[config.mk]
export PLATFORM = sky130hd
export DESIGN_NAME = infix_expression_evaluator_core
export DESIGN_NICKNAME = d
export VERILOG_FILES = /design/src/iee_pkg.sv /design/src/iee_ctrl.sv /design/src/iee_datapath.sv /design/src/infix_expression_evaluator_core.sv
export SDC_FILE = /design/constraint.sdc
export NUM_CORES = 1
export LEC_CHECK = 0
export BUFFER_PORTS_ARGS = -buffer_cell sky130_fd_sc_hd__buf_2
export CORE_MARGIN = 2
export CORE_UTILIZATION = 64
export DETAILED_ROUTE_END_ITERATION = 7
export MAX_ROUTING_LAYER = met4
export PLACE_DENSITY = 0.82
export RECOVER_POWER = 50
export SYNTH_ARGS = -nofsm -noshare
export SYNTH_HDL_FRONTEND = slang
export SYNTH_SLANG_ARGS = --single-unit
[constraint.sdc]
create_clock -name clock -period 14.5 [get_ports clock]
set_input_delay 2.175 -clock clock [delete_from_list [all_inputs] [get_ports clock]]
set_output_delay 2.175 -clock clock [all_outputs]
set_load 0.01 [all_outputs]
[src/iee_pkg.sv]
// ----------------------------------------------------------------------------
// Infix expression evaluator package
// Shared constants, codes and controller/datapath interface types.
// ----------------------------------------------------------------------------
package iee_pkg;

   localparam int VALUE_WIDTH_DEF = 32;
   localparam int FRAC_BITS_DEF   = 16;
   localparam int REG_WIDTH       = 32;
   localparam int OUT_WIDTH       = 32;
   localparam int CSR_ADDR_WIDTH  = 1;

   localparam logic [CSR_ADDR_WIDTH-1:0] CSR_X_VALUE = 1'b0;
   localparam logic [CSR_ADDR_WIDTH-1:0] CSR_Y_VALUE = 1'b1;

   localparam logic [7:0] CHAR_ZERO = 8'h30;
   localparam logic [7:0] CHAR_NINE = 8'h39;
   localparam logic [7:0] CHAR_X    = 8'h78;
   localparam logic [7:0] CHAR_Y    = 8'h79;
   localparam logic [7:0] CHAR_MUL  = 8'h2A;
   localparam logic [7:0] CHAR_DIV  = 8'h2F;
   localparam logic [7:0] CHAR_ADD  = 8'h2B;
   localparam logic [7:0] CHAR_SUB  = 8'h2D;

   typedef enum logic [1:0] {
      STAT_OK        = 2'd0,
      STAT_DIV_ZERO  = 2'd1,
      STAT_OVERFLOW  = 2'd2,
      STAT_MALFORMED = 2'd3
   } status_type;

   typedef enum logic [1:0] {
      MULOP_NONE = 2'd0,
      MULOP_MUL  = 2'd1,
      MULOP_DIV  = 2'd2
   } mulop_type;

   typedef enum logic [1:0] {
      OPSEL_DIGIT = 2'd0,
      OPSEL_X     = 2'd1,
      OPSEL_Y     = 2'd2
   } opsel_type;

   typedef enum logic [2:0] {
      S_IDLE    = 3'd0,
      S_MUL     = 3'd1,
      S_DIV     = 3'd2,
      S_MUL_END = 3'd3,
      S_DIV_END = 3'd4,
      S_FINAL   = 3'd5
   } ctrl_state_type;

   typedef struct packed {
      logic       take_opv;
      opsel_type  opsel;
      logic [3:0] digit;
      logic       raise_mal;
      logic       load_term;
      logic       start_mul;
      logic       start_div;
      logic       mul_step;
      logic       div_step;
      logic       fin_mul;
      logic       fin_div;
      logic       set_mulop;
      mulop_type  mulop;
      logic       add_char;
      logic       add_minus;
      logic       finish;
   } cmd_type;

   typedef struct packed {
      logic      want_operand;
      mulop_type mulop;
   } sts_type;

   function automatic status_type st_max(input status_type a, input status_type b);
      return (a > b) ? a : b;
   endfunction

endpackage

[src/iee_ctrl.sv]
// ----------------------------------------------------------------------------
// Infix expression evaluator controller
// Decodes characters, sequences multiply/divide steps and the final sum.
// ----------------------------------------------------------------------------
module iee_ctrl import iee_pkg::*; #(
   parameter int VALUE_WIDTH = VALUE_WIDTH_DEF,
   parameter int FRAC_BITS   = FRAC_BITS_DEF
) (
   input  logic       clock,
   input  logic       reset,
   input  logic       req_tvalid,
   output logic       req_tready,
   input  logic [7:0] req_char,
   input  logic       req_last,
   output logic       rsp_tvalid,
   input  logic       rsp_tready,
   input  sts_type    sts,
   output cmd_type    cmd
);

   localparam int CNT_W = $clog2(VALUE_WIDTH + FRAC_BITS);
   localparam logic [CNT_W-1:0] MUL_LAST = CNT_W'(VALUE_WIDTH - 1);
   localparam logic [CNT_W-1:0] DIV_LAST = CNT_W'(VALUE_WIDTH + FRAC_BITS - 1);

   ctrl_state_type   state_ff, state_in;
   logic [CNT_W-1:0] cnt_ff, cnt_in;
   logic             last_ff, last_in;
   logic             rsp_valid_ff, rsp_valid_in;

   logic is_digit, is_x, is_y, is_operand, is_muldiv, is_addsub, accept;

   always_ff @(posedge clock) begin
      if (reset) begin
         state_ff     <= S_IDLE;
         cnt_ff       <= '0;
         last_ff      <= 1'b0;
         rsp_valid_ff <= 1'b0;
      end else begin
         state_ff     <= state_in;
         cnt_ff       <= cnt_in;
         last_ff      <= last_in;
         rsp_valid_ff <= rsp_valid_in;
      end
   end

   assign rsp_tvalid = rsp_valid_ff;
   // a new word only enters in idle, when the result slot is free or draining
   assign req_tready = (state_ff == S_IDLE) && (!rsp_valid_ff || rsp_tready);
   assign accept     = req_tvalid && req_tready;

   assign is_digit   = (req_char >= CHAR_ZERO) && (req_char <= CHAR_NINE);
   assign is_x       = (req_char == CHAR_X);
   assign is_y       = (req_char == CHAR_Y);
   assign is_operand = is_digit || is_x || is_y;
   assign is_muldiv  = (req_char == CHAR_MUL) || (req_char == CHAR_DIV);
   assign is_addsub  = (req_char == CHAR_ADD) || (req_char == CHAR_SUB);

   always_comb begin
      state_in     = state_ff;
      cnt_in       = cnt_ff;
      last_in      = last_ff;
      rsp_valid_in = rsp_valid_ff && !rsp_tready;
      cmd          = '0;
      cmd.opsel    = is_x ? OPSEL_X : (is_y ? OPSEL_Y : OPSEL_DIGIT);
      cmd.digit    = 4'(req_char - CHAR_ZERO);
      cmd.mulop    = (req_char == CHAR_DIV) ? MULOP_DIV : MULOP_MUL;
      cmd.add_minus = (req_char == CHAR_SUB);

      case (state_ff)
         S_IDLE: begin
            if (accept) begin
               last_in = req_last;
               cnt_in  = '0;
               state_in = req_last ? S_FINAL : S_IDLE;
               if (is_operand) begin
                  cmd.take_opv = 1'b1;
                  if (!sts.want_operand) begin
                     cmd.raise_mal = 1'b1;
                  end else begin
                     case (sts.mulop)
                        MULOP_MUL: begin
                           cmd.start_mul = 1'b1;
                           state_in      = S_MUL;
                        end
                        MULOP_DIV: begin
                           cmd.start_div = 1'b1;
                           state_in      = S_DIV;
                        end
                        default: cmd.load_term = 1'b1;
                     endcase
                  end
               end else if (is_muldiv) begin
                  cmd.raise_mal = sts.want_operand;
                  cmd.set_mulop = !sts.want_operand;
               end else if (is_addsub) begin
                  cmd.raise_mal = sts.want_operand;
                  cmd.add_char  = !sts.want_operand;
               end
            end
         end
         S_MUL: begin
            cmd.mul_step = 1'b1;
            cnt_in       = cnt_ff + 1'b1;
            if (cnt_ff == MUL_LAST) begin
               state_in = S_MUL_END;
            end
         end
         S_DIV: begin
            cmd.div_step = 1'b1;
            cnt_in       = cnt_ff + 1'b1;
            if (cnt_ff == DIV_LAST) begin
               state_in = S_DIV_END;
            end
         end
         S_MUL_END: begin
            cmd.fin_mul = 1'b1;
            state_in    = last_ff ? S_FINAL : S_IDLE;
         end
         S_DIV_END: begin
            cmd.fin_div = 1'b1;
            state_in    = last_ff ? S_FINAL : S_IDLE;
         end
         S_FINAL: begin
            cmd.finish   = 1'b1;
            rsp_valid_in = 1'b1;
            last_in      = 1'b0;
            state_in     = S_IDLE;
         end
         default: state_in = S_IDLE;
      endcase
   end

   // result slot must be empty whenever a result is written into it
   a_final_slot_free: assert property (@(posedge clock) disable iff (reset)
      state_ff == S_FINAL |-> !rsp_valid_ff)
      else $error("result written while slot occupied");

   a_mul_ends: assert property (@(posedge clock) disable iff (reset)
      (state_ff == S_MUL && cnt_ff == MUL_LAST) |=> state_ff == S_MUL_END)
      else $error("multiply did not finish after its last step");

   a_rsp_from_final: assert property (@(posedge clock) disable iff (reset)
      $rose(rsp_valid_ff) |-> $past(state_ff) == S_FINAL)
      else $error("result raised outside final step");

endmodule

[src/iee_datapath.sv]
// ----------------------------------------------------------------------------
// Infix expression evaluator datapath
// Sum/term registers, bit-serial multiplier and divider, saturation, result.
// ----------------------------------------------------------------------------
module iee_datapath import iee_pkg::*; #(
   parameter int VALUE_WIDTH = VALUE_WIDTH_DEF,
   parameter int FRAC_BITS   = FRAC_BITS_DEF
) (
   input  logic                      clock,
   input  logic                      reset,
   input  logic                      csr_we,
   input  logic [CSR_ADDR_WIDTH-1:0] csr_addr,
   input  logic [REG_WIDTH-1:0]      csr_wdata,
   input  cmd_type                   cmd,
   output sts_type                   sts,
   output logic [OUT_WIDTH-1:0]      rsp_value,
   output status_type                rsp_status
);

   localparam int VW = VALUE_WIDTH;
   localparam int DQ_W = VALUE_WIDTH + FRAC_BITS;
   localparam int W1 = (2 * VW > DQ_W) ? 2 * VW : DQ_W;
   localparam int WW = (W1 > FRAC_BITS + 4) ? W1 : FRAC_BITS + 4;
   localparam logic [WW-1:0] HALF_W = WW'(1) << (VW - 1);

   // saturate sign/magnitude to VW bits; top bit flags overflow
   function automatic logic [VW:0] sat_mag(input logic neg, input logic [WW-1:0] mag);
      logic [WW-1:0] lim;
      logic [WW-1:0] m;
      logic          ovf;
      logic [VW-1:0] v;
      lim = neg ? HALF_W : (HALF_W - 1'b1);
      ovf = (mag > lim);
      m   = ovf ? lim : mag;
      v   = m[VW-1:0];
      if (neg) begin
         v = -v;
      end
      return {ovf, v};
   endfunction

   logic [REG_WIDTH-1:0] x_ff, x_in, y_ff, y_in;
   logic [VW-1:0]   sum_ff, sum_in, term_ff, term_in;
   logic            sign_ff, sign_in, expect_ff, expect_in;
   mulop_type       mulop_ff, mulop_in;
   status_type      sticky_ff, sticky_in;
   logic [VW-1:0]   opa_ff, opa_in, opb_ff, opb_in;
   logic [VW-1:0]   mhi_ff, mhi_in, mlo_ff, mlo_in;
   logic [VW-1:0]   rem_ff, rem_in;
   logic [DQ_W-1:0] dq_ff, dq_in;
   logic            neg_ff, neg_in, dvd_zero_ff, dvd_zero_in, dvs_zero_ff, dvs_zero_in;
   logic [OUT_WIDTH-1:0] rsp_value_ff, rsp_value_in;
   status_type      rsp_status_ff, rsp_status_in;

   logic [REG_WIDTH-1:0] reg_sel, reg_abs;
   logic            opv_neg, opv_ovf, term_neg, add_ovf, fin_ovf;
   logic [WW-1:0]   opv_mag_w, fin_mag_w;
   logic [VW-1:0]   opv, opv_mag, term_mag, add_res, fin_val;
   logic [VW+1:0]   add_ext;
   logic [VW:0]     mul_sum, rem_sh, rem_diff;
   logic            rem_ge;
   status_type      raise, fin_status;

   always_ff @(posedge clock) begin
      if (reset) begin
         x_ff          <= '0;
         y_ff          <= '0;
         sum_ff        <= '0;
         term_ff       <= '0;
         sign_ff       <= 1'b0;
         expect_ff     <= 1'b1;
         mulop_ff      <= MULOP_NONE;
         sticky_ff     <= STAT_OK;
         rsp_status_ff <= STAT_OK;
      end else begin
         x_ff          <= x_in;
         y_ff          <= y_in;
         sum_ff        <= sum_in;
         term_ff       <= term_in;
         sign_ff       <= sign_in;
         expect_ff     <= expect_in;
         mulop_ff      <= mulop_in;
         sticky_ff     <= sticky_in;
         rsp_status_ff <= rsp_status_in;
      end
   end

   always_ff @(posedge clock) begin
      opa_ff       <= opa_in;
      opb_ff       <= opb_in;
      mhi_ff       <= mhi_in;
      mlo_ff       <= mlo_in;
      rem_ff       <= rem_in;
      dq_ff        <= dq_in;
      neg_ff       <= neg_in;
      dvd_zero_ff  <= dvd_zero_in;
      dvs_zero_ff  <= dvs_zero_in;
      rsp_value_ff <= rsp_value_in;
   end

   assign sts.want_operand = expect_ff;
   assign sts.mulop        = mulop_ff;
   assign rsp_value  = rsp_value_ff;
   assign rsp_status = rsp_status_ff;

   always_comb begin
      x_in = x_ff;
      y_in = y_ff;
      if (csr_we) begin
         case (csr_addr)
            CSR_X_VALUE: x_in = csr_wdata;
            CSR_Y_VALUE: y_in = csr_wdata;
            default: ;
         endcase
      end
   end

   always_comb begin
      // operand value
      reg_sel = (cmd.opsel == OPSEL_Y) ? y_ff : x_ff;
      reg_abs = reg_sel[REG_WIDTH-1] ? -reg_sel : reg_sel;
      if (cmd.opsel == OPSEL_DIGIT) begin
         opv_neg   = 1'b0;
         opv_mag_w = WW'(cmd.digit) << FRAC_BITS;
      end else begin
         opv_neg   = reg_sel[REG_WIDTH-1];
         opv_mag_w = WW'(reg_abs);
      end
      {opv_ovf, opv} = sat_mag(opv_neg, opv_mag_w);
      opv_mag  = opv[VW-1] ? -opv : opv;
      term_neg = term_ff[VW-1];
      term_mag = term_neg ? -term_ff : term_ff;

      // saturating add/sub of sum and term, shared by operator and end of expression
      add_ext = sign_ff ? ({{2{sum_ff[VW-1]}}, sum_ff} - {{2{term_ff[VW-1]}}, term_ff})
                        : ({{2{sum_ff[VW-1]}}, sum_ff} + {{2{term_ff[VW-1]}}, term_ff});
      add_ovf = !((add_ext[VW+1:VW-1] == 3'b000) || (add_ext[VW+1:VW-1] == 3'b111));
      if (add_ovf) begin
         add_res = add_ext[VW+1] ? {1'b1, {(VW-1){1'b0}}} : {1'b0, {(VW-1){1'b1}}};
      end else begin
         add_res = add_ext[VW-1:0];
      end

      // one bit per cycle multiply / restoring divide
      mul_sum  = {1'b0, mhi_ff} + (mlo_ff[0] ? {1'b0, opa_ff} : '0);
      rem_sh   = {rem_ff, dq_ff[DQ_W-1]};
      rem_ge   = (rem_sh >= {1'b0, opb_ff});
      rem_diff = rem_sh - {1'b0, opb_ff};

      // end of multiply or divide
      if (cmd.fin_div) begin
         if (dvs_zero_ff) begin
            fin_mag_w = dvd_zero_ff ? '0 : HALF_W;
         end else begin
            fin_mag_w = WW'(dq_ff);
         end
      end else begin
         fin_mag_w = WW'({mhi_ff, mlo_ff}) >> FRAC_BITS;
      end
      {fin_ovf, fin_val} = sat_mag(neg_ff, fin_mag_w);

      sum_in        = sum_ff;
      term_in       = term_ff;
      sign_in       = sign_ff;
      expect_in     = expect_ff;
      mulop_in      = mulop_ff;
      opa_in        = opa_ff;
      opb_in        = opb_ff;
      mhi_in        = mhi_ff;
      mlo_in        = mlo_ff;
      rem_in        = rem_ff;
      dq_in         = dq_ff;
      neg_in        = neg_ff;
      dvd_zero_in   = dvd_zero_ff;
      dvs_zero_in   = dvs_zero_ff;
      rsp_value_in  = rsp_value_ff;
      rsp_status_in = rsp_status_ff;
      raise         = STAT_OK;
      fin_status    = st_max(sticky_ff, expect_ff ? STAT_MALFORMED :
                             (add_ovf ? STAT_OVERFLOW : STAT_OK));

      if (cmd.take_opv && opv_ovf) begin
         raise = st_max(raise, STAT_OVERFLOW);
      end
      if (cmd.raise_mal) begin
         raise = st_max(raise, STAT_MALFORMED);
      end
      if (cmd.load_term) begin
         term_in   = opv;
         expect_in = 1'b0;
      end
      if (cmd.start_mul) begin
         opa_in = term_mag;
         mlo_in = opv_mag;
         mhi_in = '0;
         neg_in = term_neg ^ opv[VW-1];
      end
      if (cmd.start_div) begin
         opb_in      = opv_mag;
         rem_in      = '0;
         dq_in       = DQ_W'(term_mag) << FRAC_BITS;
         neg_in      = term_neg ^ opv[VW-1];
         dvd_zero_in = (term_mag == '0);
         dvs_zero_in = (opv_mag == '0);
      end
      if (cmd.mul_step) begin
         mhi_in = mul_sum[VW:1];
         mlo_in = {mul_sum[0], mlo_ff[VW-1:1]};
      end
      if (cmd.div_step) begin
         rem_in = rem_ge ? rem_diff[VW-1:0] : rem_sh[VW-1:0];
         dq_in  = {dq_ff[DQ_W-2:0], rem_ge};
      end
      if (cmd.fin_mul || cmd.fin_div) begin
         term_in   = fin_val;
         expect_in = 1'b0;
         if (fin_ovf) begin
            raise = st_max(raise, STAT_OVERFLOW);
         end
         if (cmd.fin_div && dvs_zero_ff) begin
            raise = st_max(raise, STAT_DIV_ZERO);
         end
      end
      if (cmd.set_mulop) begin
         mulop_in  = cmd.mulop;
         expect_in = 1'b1;
      end
      if (cmd.add_char) begin
         sum_in    = add_res;
         sign_in   = cmd.add_minus;
         mulop_in  = MULOP_NONE;
         expect_in = 1'b1;
         if (add_ovf) begin
            raise = st_max(raise, STAT_OVERFLOW);
         end
      end
      sticky_in = st_max(sticky_ff, raise);

      if (cmd.finish) begin
         rsp_status_in = fin_status;
         rsp_value_in  = (fin_status == STAT_MALFORMED) ? '0 : OUT_WIDTH'($signed(add_res));
         sum_in        = '0;
         term_in       = '0;
         sign_in       = 1'b0;
         mulop_in      = MULOP_NONE;
         expect_in     = 1'b1;
         sticky_in     = STAT_OK;
      end
   end

endmodule

[src/infix_expression_evaluator_core.sv]
// Operand after '*': shift-add multiplier, one bit per cycle. Operand after
// '/': restoring divider, one quotient bit per cycle (Q16.16 by default).
// Last word: a final state forms the final sum, then the result sits in an
// output register until taken. Synchronous active-high reset clears the
// evaluation state and sets x_value and y_value to zero.
// ----------------------------------------------------------------------------
// Infix expression evaluator core
// Streams characters of a two-precedence expression and returns its value.
// ----------------------------------------------------------------------------
module infix_expression_evaluator_core import iee_pkg::*; #(
   parameter int VALUE_WIDTH = VALUE_WIDTH_DEF,
   parameter int FRAC_BITS   = FRAC_BITS_DEF
) (
   input  logic                      clock,
   input  logic                      reset,
   input  logic                      req_tvalid,
   output logic                      req_tready,
   input  logic [7:0]                req_tdata,   // [7:0] char_code
   input  logic                      req_tlast,
   output logic                      rsp_tvalid,
   input  logic                      rsp_tready,
   output logic [39:0]               rsp_tdata,   // [31:0] value, [33:32] status
   input  logic                      csr_we,
   input  logic [CSR_ADDR_WIDTH-1:0] csr_addr,
   input  logic [REG_WIDTH-1:0]      csr_wdata
);

   cmd_type              cmd;
   sts_type              sts;
   logic [OUT_WIDTH-1:0] value;
   status_type           status;

   iee_ctrl #(
      .VALUE_WIDTH (VALUE_WIDTH),
      .FRAC_BITS   (FRAC_BITS)
   ) u_ctrl (
      .clock      (clock),
      .reset      (reset),
      .req_tvalid (req_tvalid),
      .req_tready (req_tready),
      .req_char   (req_tdata),
      .req_last   (req_tlast),
      .rsp_tvalid (rsp_tvalid),
      .rsp_tready (rsp_tready),
      .sts        (sts),
      .cmd        (cmd)
   );

   iee_datapath #(
      .VALUE_WIDTH (VALUE_WIDTH),
      .FRAC_BITS   (FRAC_BITS)
   ) u_datapath (
      .clock      (clock),
      .reset      (reset),
      .csr_we     (csr_we),
      .csr_addr   (csr_addr),
      .csr_wdata  (csr_wdata),
      .cmd        (cmd),
      .sts        (sts),
      .rsp_value  (value),
      .rsp_status (status)
   );

   assign rsp_tdata = {6'b0, status, value};

endmodule

== Yosys cells after proc, flatten, opt, wreduce, memory -nomap -nowiden ==
Cells that the tools add are included.

* Register bits: 390
* Latch bits: 0
* Memory bits (writable): 0
* ROM bits: 0
* Output and inout port bits: 42
* Logic and storage cells: 200
* Memories: 0

* Add/sub/neg operators: 11
* Multipliers: 0
* Div/mod/pow operators: 0
* Magnitude comparators: 11
* Equality and inequality tests: 21
* Shift-type cells: 0
* Multiplexer cells: 94
* Bitwise gates (word level): 2
* Reductions and logical operators: 38

{| class="wikitable"
|+ Operators by type and width
! kind !! number
|-
| $mux W32 || 24
|-
| $neg A32 Y32 || 5
|-
| $mux W64 || 2
|-
| $mux W48 || 2
|-
| $gt A32 B64 Y1 || 1
|-
| $gt A64 B32 Y1 || 1
|-
| $logic_not A32 Y1 || 2
|-
| $mux W2 || 18
|-
| $mux W34 || 1
|-
| $add A32 B32 Y33 || 1
|-
| $add A32 B33 Y33 || 1
|-
| $ge A33 B32 Y1 || 1
|-
| $sub A32 B32 Y33 || 1
|-
| $eq A8 B6 Y1 const B || 4
|-
| $sub A32 B32 Y32 || 1
|-
| $mux W1 || 31
|-
| $mux W3 || 9
|-
| $eq A8 B7 Y1 const B || 2
|-
| $pmux W3 S4 || 1
|-
| $pmux W6 S2 || 1
|-
| $reduce_bool A2 Y1 || 6
|-
| $eq A3 B3 Y1 const B || 3
|-
| $ge A8 B6 Y1 const B || 1
|-
| $le A8 B6 Y1 const B || 1
|-
| 28 further kinds || 57
|}

== Depth between registers and ports, before layout ==
* Depth in word-level cells: 27
* Mapped depth: 43
* Depth with buffers taken out: 33

== By module ==
A second synthesis with hierarchy kept.

* Cell total of the unflattened synthesis: 3,384
* Area, all modules: 28,722.5 µm²

{| class="wikitable"
|+ By module, submodules not included
! module !! times used !! cells an instance !! area each (µm²) !! sequential area each (µm²)
|-
| iee_datapath || 1 || 3,244 || 27,722.8 || 10,019.6
|-
| iee_ctrl || 1 || 133 || 950.9 || 220.2
|-
| infix_expression_evaluator_core || 1 || 7 || 48.8 || 0.0
|}

== Worst setup path after synthesis ==
No wires, ideal clock.

* Kind: input to register
* From: input port req_tdata[0]
* To: register u_datapath.dvs_zero_ff, data pin
* Arrival: 10,935 ps
* Required time: 14,330 ps
* Path slack: 3,395 ps
* Stages: 41
* Buffers on the path: 10
* Cells stage by stage: buf_4 -> and4b_1 -> buf_4 -> nand2_2 -> buf_6 -> buf_4 -> buf_2 -> buf_2 -> mux2i_1 -> ha_1 -> clkbuf_1 -> nand2_1 -> or4_1 -> a21oi_1 -> o21ai_0 -> a31oi_1 -> inv_1 -> ha_1 -> (+5 left out) -> clkbuf_1 -> clkbuf_1 -> buf_1 -> a31oi_1 -> ha_1 -> nor2_1 -> xnor2_1 -> mux2i_1 -> nand2_1 -> nor4_1 -> nand3_1 -> a21oi_1 -> nor3b_4 -> nand2_2 -> o31ai_2 -> xnor2_1 -> or2_0 -> nor4_2

* Cells in the longest elaborated chain, start to end: 15
* Elaborated cells between the ends (all ways): 20
* Those cells by class: 4 x add/sub; 1 x order compare; 3 x eq/ne; 10 x mux; 2 x reduce/logical

{| class="wikitable"
|+ Ends and longest elaborated chain
! item !! RTL line !! RTL
|-
| from (decl) || infix_expression_evaluator_core.sv:18 || <nowiki>input logic [7:0] req_tdata,</nowiki>
|-
| $eq A8 B7 Y1 || iee_ctrl.sv:53 || <nowiki>assign is_y = (req_char == CHAR_Y);</nowiki>
|-
| $mux W2 (2 in a row) || iee_ctrl.sv:64 || <nowiki>cmd.opsel = is_x ? OPSEL_X : (is_y ? OPSEL_Y : OPSEL_DIGIT);</nowiki>
|-
| $eq A2 B2 Y1 || iee_datapath.sv:120 || <nowiki>reg_sel = (cmd.opsel == OPSEL_Y) ? y_ff : x_ff;</nowiki>
|-
| $mux W32 || iee_datapath.sv:120 ||
|-
| $neg A32 Y32 || iee_datapath.sv:121 || <nowiki>reg_abs = reg_sel[REG_WIDTH-1] ? -reg_sel : reg_sel;</nowiki>
|-
| $mux W32 || iee_datapath.sv:121 ||
|-
| $mux W32 || iee_datapath.sv:122 || <nowiki>if (cmd.opsel == OPSEL_DIGIT) begin</nowiki>
|-
| $gt A32 B64 Y1 || iee_datapath.sv:33 || <nowiki>ovf = (mag > lim);</nowiki>
|-
| $mux W32 || iee_datapath.sv:34 || <nowiki>m = ovf ? lim : mag;</nowiki>
|-
| $neg A32 Y32 || iee_datapath.sv:37 || <nowiki>v = -v;</nowiki>
|-
| $mux W32 (*) || iee_datapath.sv:36 || <nowiki>if (neg) begin</nowiki>
|-
| $neg A32 Y32 || iee_datapath.sv:130 || <nowiki>opv_mag = opv[VW-1] ? -opv : opv;</nowiki>
|-
| $mux W32 (*) || iee_datapath.sv:130 ||
|-
| named net u_datapath.opv_mag[30] || iee_datapath.sv:58 || <nowiki>logic [VW-1:0] opv, opv_mag, term_mag, add_res, fin_val;</nowiki>
|-
| $logic_not A32 Y1 (*) || iee_datapath.sv:204 || <nowiki>dvs_zero_in = (opv_mag == '0);</nowiki>
|-
| to (signal assigned) || iee_datapath.sv:97 || <nowiki>dvs_zero_ff <= dvs_zero_in;</nowiki>
|-
| to (decl) || iee_datapath.sv:51 || <nowiki>logic neg_ff, neg_in, dvd_zero_ff, dvd_zero_in, dvs_zero_ff, dvs_zero_in;</nowiki>
|}

Mark *: on every way through the listed nets, which the timed path passes. The rest lies on a longest branch.
A chain may end at the register's enable or synchronous reset.

== Worst setup path in the final report ==
* From: input port req_tdata[2]
* To: register u_datapath.dvs_zero_ff, data pin

The elaborated chain is that of the path after synthesis.

==> out/qor.yml <==
cts_resized: 0
period_share_pct: 81.94
drive_gt1_share_pct: 6.649
port_buffers: 82
synth_cell_types: 108
cts_root_buffer: "clkbuf_16"
cts_tree: "built"
tightest_slew_ps: 3882
criticalPathCategory: "in2reg"
core_area_um2: 44220
cp.arrival_ps: 12310
antenna_found_initial: 1
final_common_cell: "nand2_1"
slew-limit-headroom_pct: -158.8
fin_crit_ps: 11880
fillers: 3492
synthCells: 3458
cts_hold_buf: 0
synthFlopType: "edfxtp_1"
ys_warn_count: 0
routabilityCongestion: 0.9930
cts_buffer_depth: 3
grt_max_degree: 87
layout_common_cells: "449 x nand2_1, 395 x nor2_1, 332 x a21oi_1"
post_drt_wl_per_cell_um: 21.37
worst_slack_ps: 2618
p_leak_uw: 0.01255
dieArea_um2: 46520
io_pins: 89
critPathSlowestCell: "nor4_1"
grt_pass1_vias: 25265
rsz0062_at_grt: "no"
die_h_um: 215.7
cts.reportedPaths.clkPinSlew_ps: 60
crit_path_max_incr_delay_ps: 740
final_nets: 3676
grt_pass1_wl_um: 138100
initial_core_util_pct: 64.85
finalPower_uw: 6180
yosysTopAreaCell: "edfxtp_1"
cp_common_cell: "nor2_1"
cts_buffers: 45
first_pass_iters: 6
drtIter0Drc: 3542
synth_area_per_cell_um2: 8.293
violations: "capacitance limit, slew limit"
max_freq_mhz: 84.16
dpl.hpwl_um: 63360
postSynth.asyncResetShare_pct: 0
row_count: 77
remaining_drc_errors: 0
crit_path_end_kind: "flop"
via_per_inst: 6.552
hold_violations: 0
setup_tns_ps: 0
cap_violations: 9
cts_setup_buffers: 0
crit_path_start_kind: "input port"
crit_fanout: 38
syn_to_final_growth_pct: 7.875
yosys.area.top_type_share_pct: 25.45
clock_latency_ps: 600
ant_nets: 0
post-place-ws_ps: 2287
outcome: "finished with violations"
skew_ps: 20.02
htree_levels: 2
drt_wl_total_um: 87230
netlist_area_um2: 28680
drv_slew: 440
route.vias.total: 26747
die_x_um: 215.7
ir_worst_vdd_uv: 233.6
clock-sinks: 390
synth-seq-cells: 390
synth-edff-count: 243
grt_remaining_overflow: 0
setup-violations-final: 0
worstHoldPathType: "reg2reg"
synth_area_leaders: "edfxtp_1 25%, dfxtp_1 10%, ha_1 7.6%"
track_usage_pct: 38.00
required_ps: 14920
seq_area_frac_synth_pct: 35.71
power_density_nw_per_um2: 199.8
## cell usage after synthesis, types with 15 or more instances
| cell | instances |
|---|---|
| o31ai_1 | 15 |
| and3_1 | 31 |
| nand4_1 | 50 |
| dfxtp_1 | 147 |
| a21o_1 | 55 |
| nor3_1 | 71 |
| xnor2_1 | 127 |
| buf_1 | 17 |
| or2_2 | 20 |
| mux2i_1 | 56 |
| nand2b_1 | 57 |
| nor2_1 | 396 |
| nor4_1 | 50 |
| edfxtp_1 | 243 |
| or3_1 | 36 |
| nand2_1 | 452 |
| o21a_1 | 32 |
| nor2b_1 | 39 |
| a21oi_1 | 333 |
| or4_1 | 16 |
| o21ai_0 | 146 |
| inv_1 | 134 |
| clkbuf_1 | 136 |
| a31oi_1 | 47 |
| nor3b_1 | 27 |
| a211oi_1 | 32 |
| nand3_1 | 71 |
| xor2_1 | 71 |
| ha_1 | 174 |
| and2_1 | 74 |
## metal layers
metal	track usage, %	part of all wire [%]	up-vias	wire (µm)
li1	-	-	12439	-
met1	52.23	42	12673	36990
met2	57.89	44	1420	38770
met3	4.975	9.3	215	8151
met4	13.29	3.8	0	3323
met5	-	0	-	0
## registers in the layout, indices dropped and copies added, names as in the netlist, 3 cells and up
signal	flops
u_datapath.x_ff	32
u_datapath.y_ff	32
u_datapath.mlo_ff	32
u_datapath.rem_ff	32
u_datapath.term_ff	32
u_ctrl.state_ff	3
u_datapath.mhi_ff	32
u_datapath.opa_ff	32
u_datapath.sum_ff	32
u_datapath.rsp_value	32
u_ctrl.cnt_ff	6
u_datapath.dq_ff	48
u_datapath.opb_ff	32
## power by group
part | leakage [µW] | switching [µW] | internal [µW]
logic | 0.00827 | 2150 | 1210
clock network | 0.000760 | 496 | 724
registers | 0.00352 | 160 | 1450
total | 0.0125 | 2800 | 3380
## final cells by class
cell class	instances	area [µm²]	share of cell area, %
tap	592	740.7	2.394
clock inverter	30	380.4	1.230
timing repair buffer	122	635.6	2.055
inverter	136	510.5	1.650
sequential	390	10240	33.10
clock buffer	54	1201	3.883
multi-input combinational	2757	17230	55.68
antenna	1	2.502	0.008089
## critical path: cells and delay by family
kind                     cells  cell delay (ps)
AO/OA/AOI/OAI                9             2740
XOR/XNOR                     2              380
adder cells (fa/ha/maj)      3             1170
buffers and inverters        4             1220
multiplexers                 1              260
AND/OR/NAND/NOR             17             4310
## kinds of logic after synthesis
| kind of cell | synth area share (%) |
|---|---|
| AO/OA/AOI/OAI | 18.72 |
| XOR/XNOR | 6.047 |
| AND/OR/NAND/NOR | 24.74 |
| flip-flops | 35.71 |
| other | 0.01308 |
| multiplexers | 2.544 |
| buffers and inverters | 4.394 |
| adder cells (fa/ha/maj) | 7.836 |
## metrics by stage
step | hold WS [ps] | cell area, µm² | std cells | utilization [%]
floorplan | 431.5 | 28700 | 3463 | -
global placement | 441.1 | 29440 | 3997 | 66.58
detailed placement | 452.8 | 29440 | 3997 | 66.58
CTS | 466.7 | 31020 | 4081 | 70.16
global route | 485.5 | 30940 | 4082 | 69.96
finish | 463.4 | 30940 | 4082 | 69.96
## final timing paths
| kind | from | endpoint | slack [ps] | cells past startpoint |
|---|---|---|---|---|
| setup / recovery | req_tdata[2] | u_datapath.dvs_zero_ff$_DFFE_PP_ | 2620 | 36 |
| hold / removal | u_datapath.sum_ff[10]$_SDFFE_PP0P_ | u_datapath.sum_ff[10]$_SDFFE_PP0P_ | 460 | 2 |
| setup reg to reg | u_datapath.y_ff[2]$_SDFFE_PP0P_ | u_datapath.dvs_zero_ff$_DFFE_PP_ | 4680 | 30 |
| hold reg to reg | u_datapath.sum_ff[10]$_SDFFE_PP0P_ | u_datapath.sum_ff[10]$_SDFFE_PP0P_ | 460 | 2 |
No activity file was read; power rests on OpenSTA's default activity.
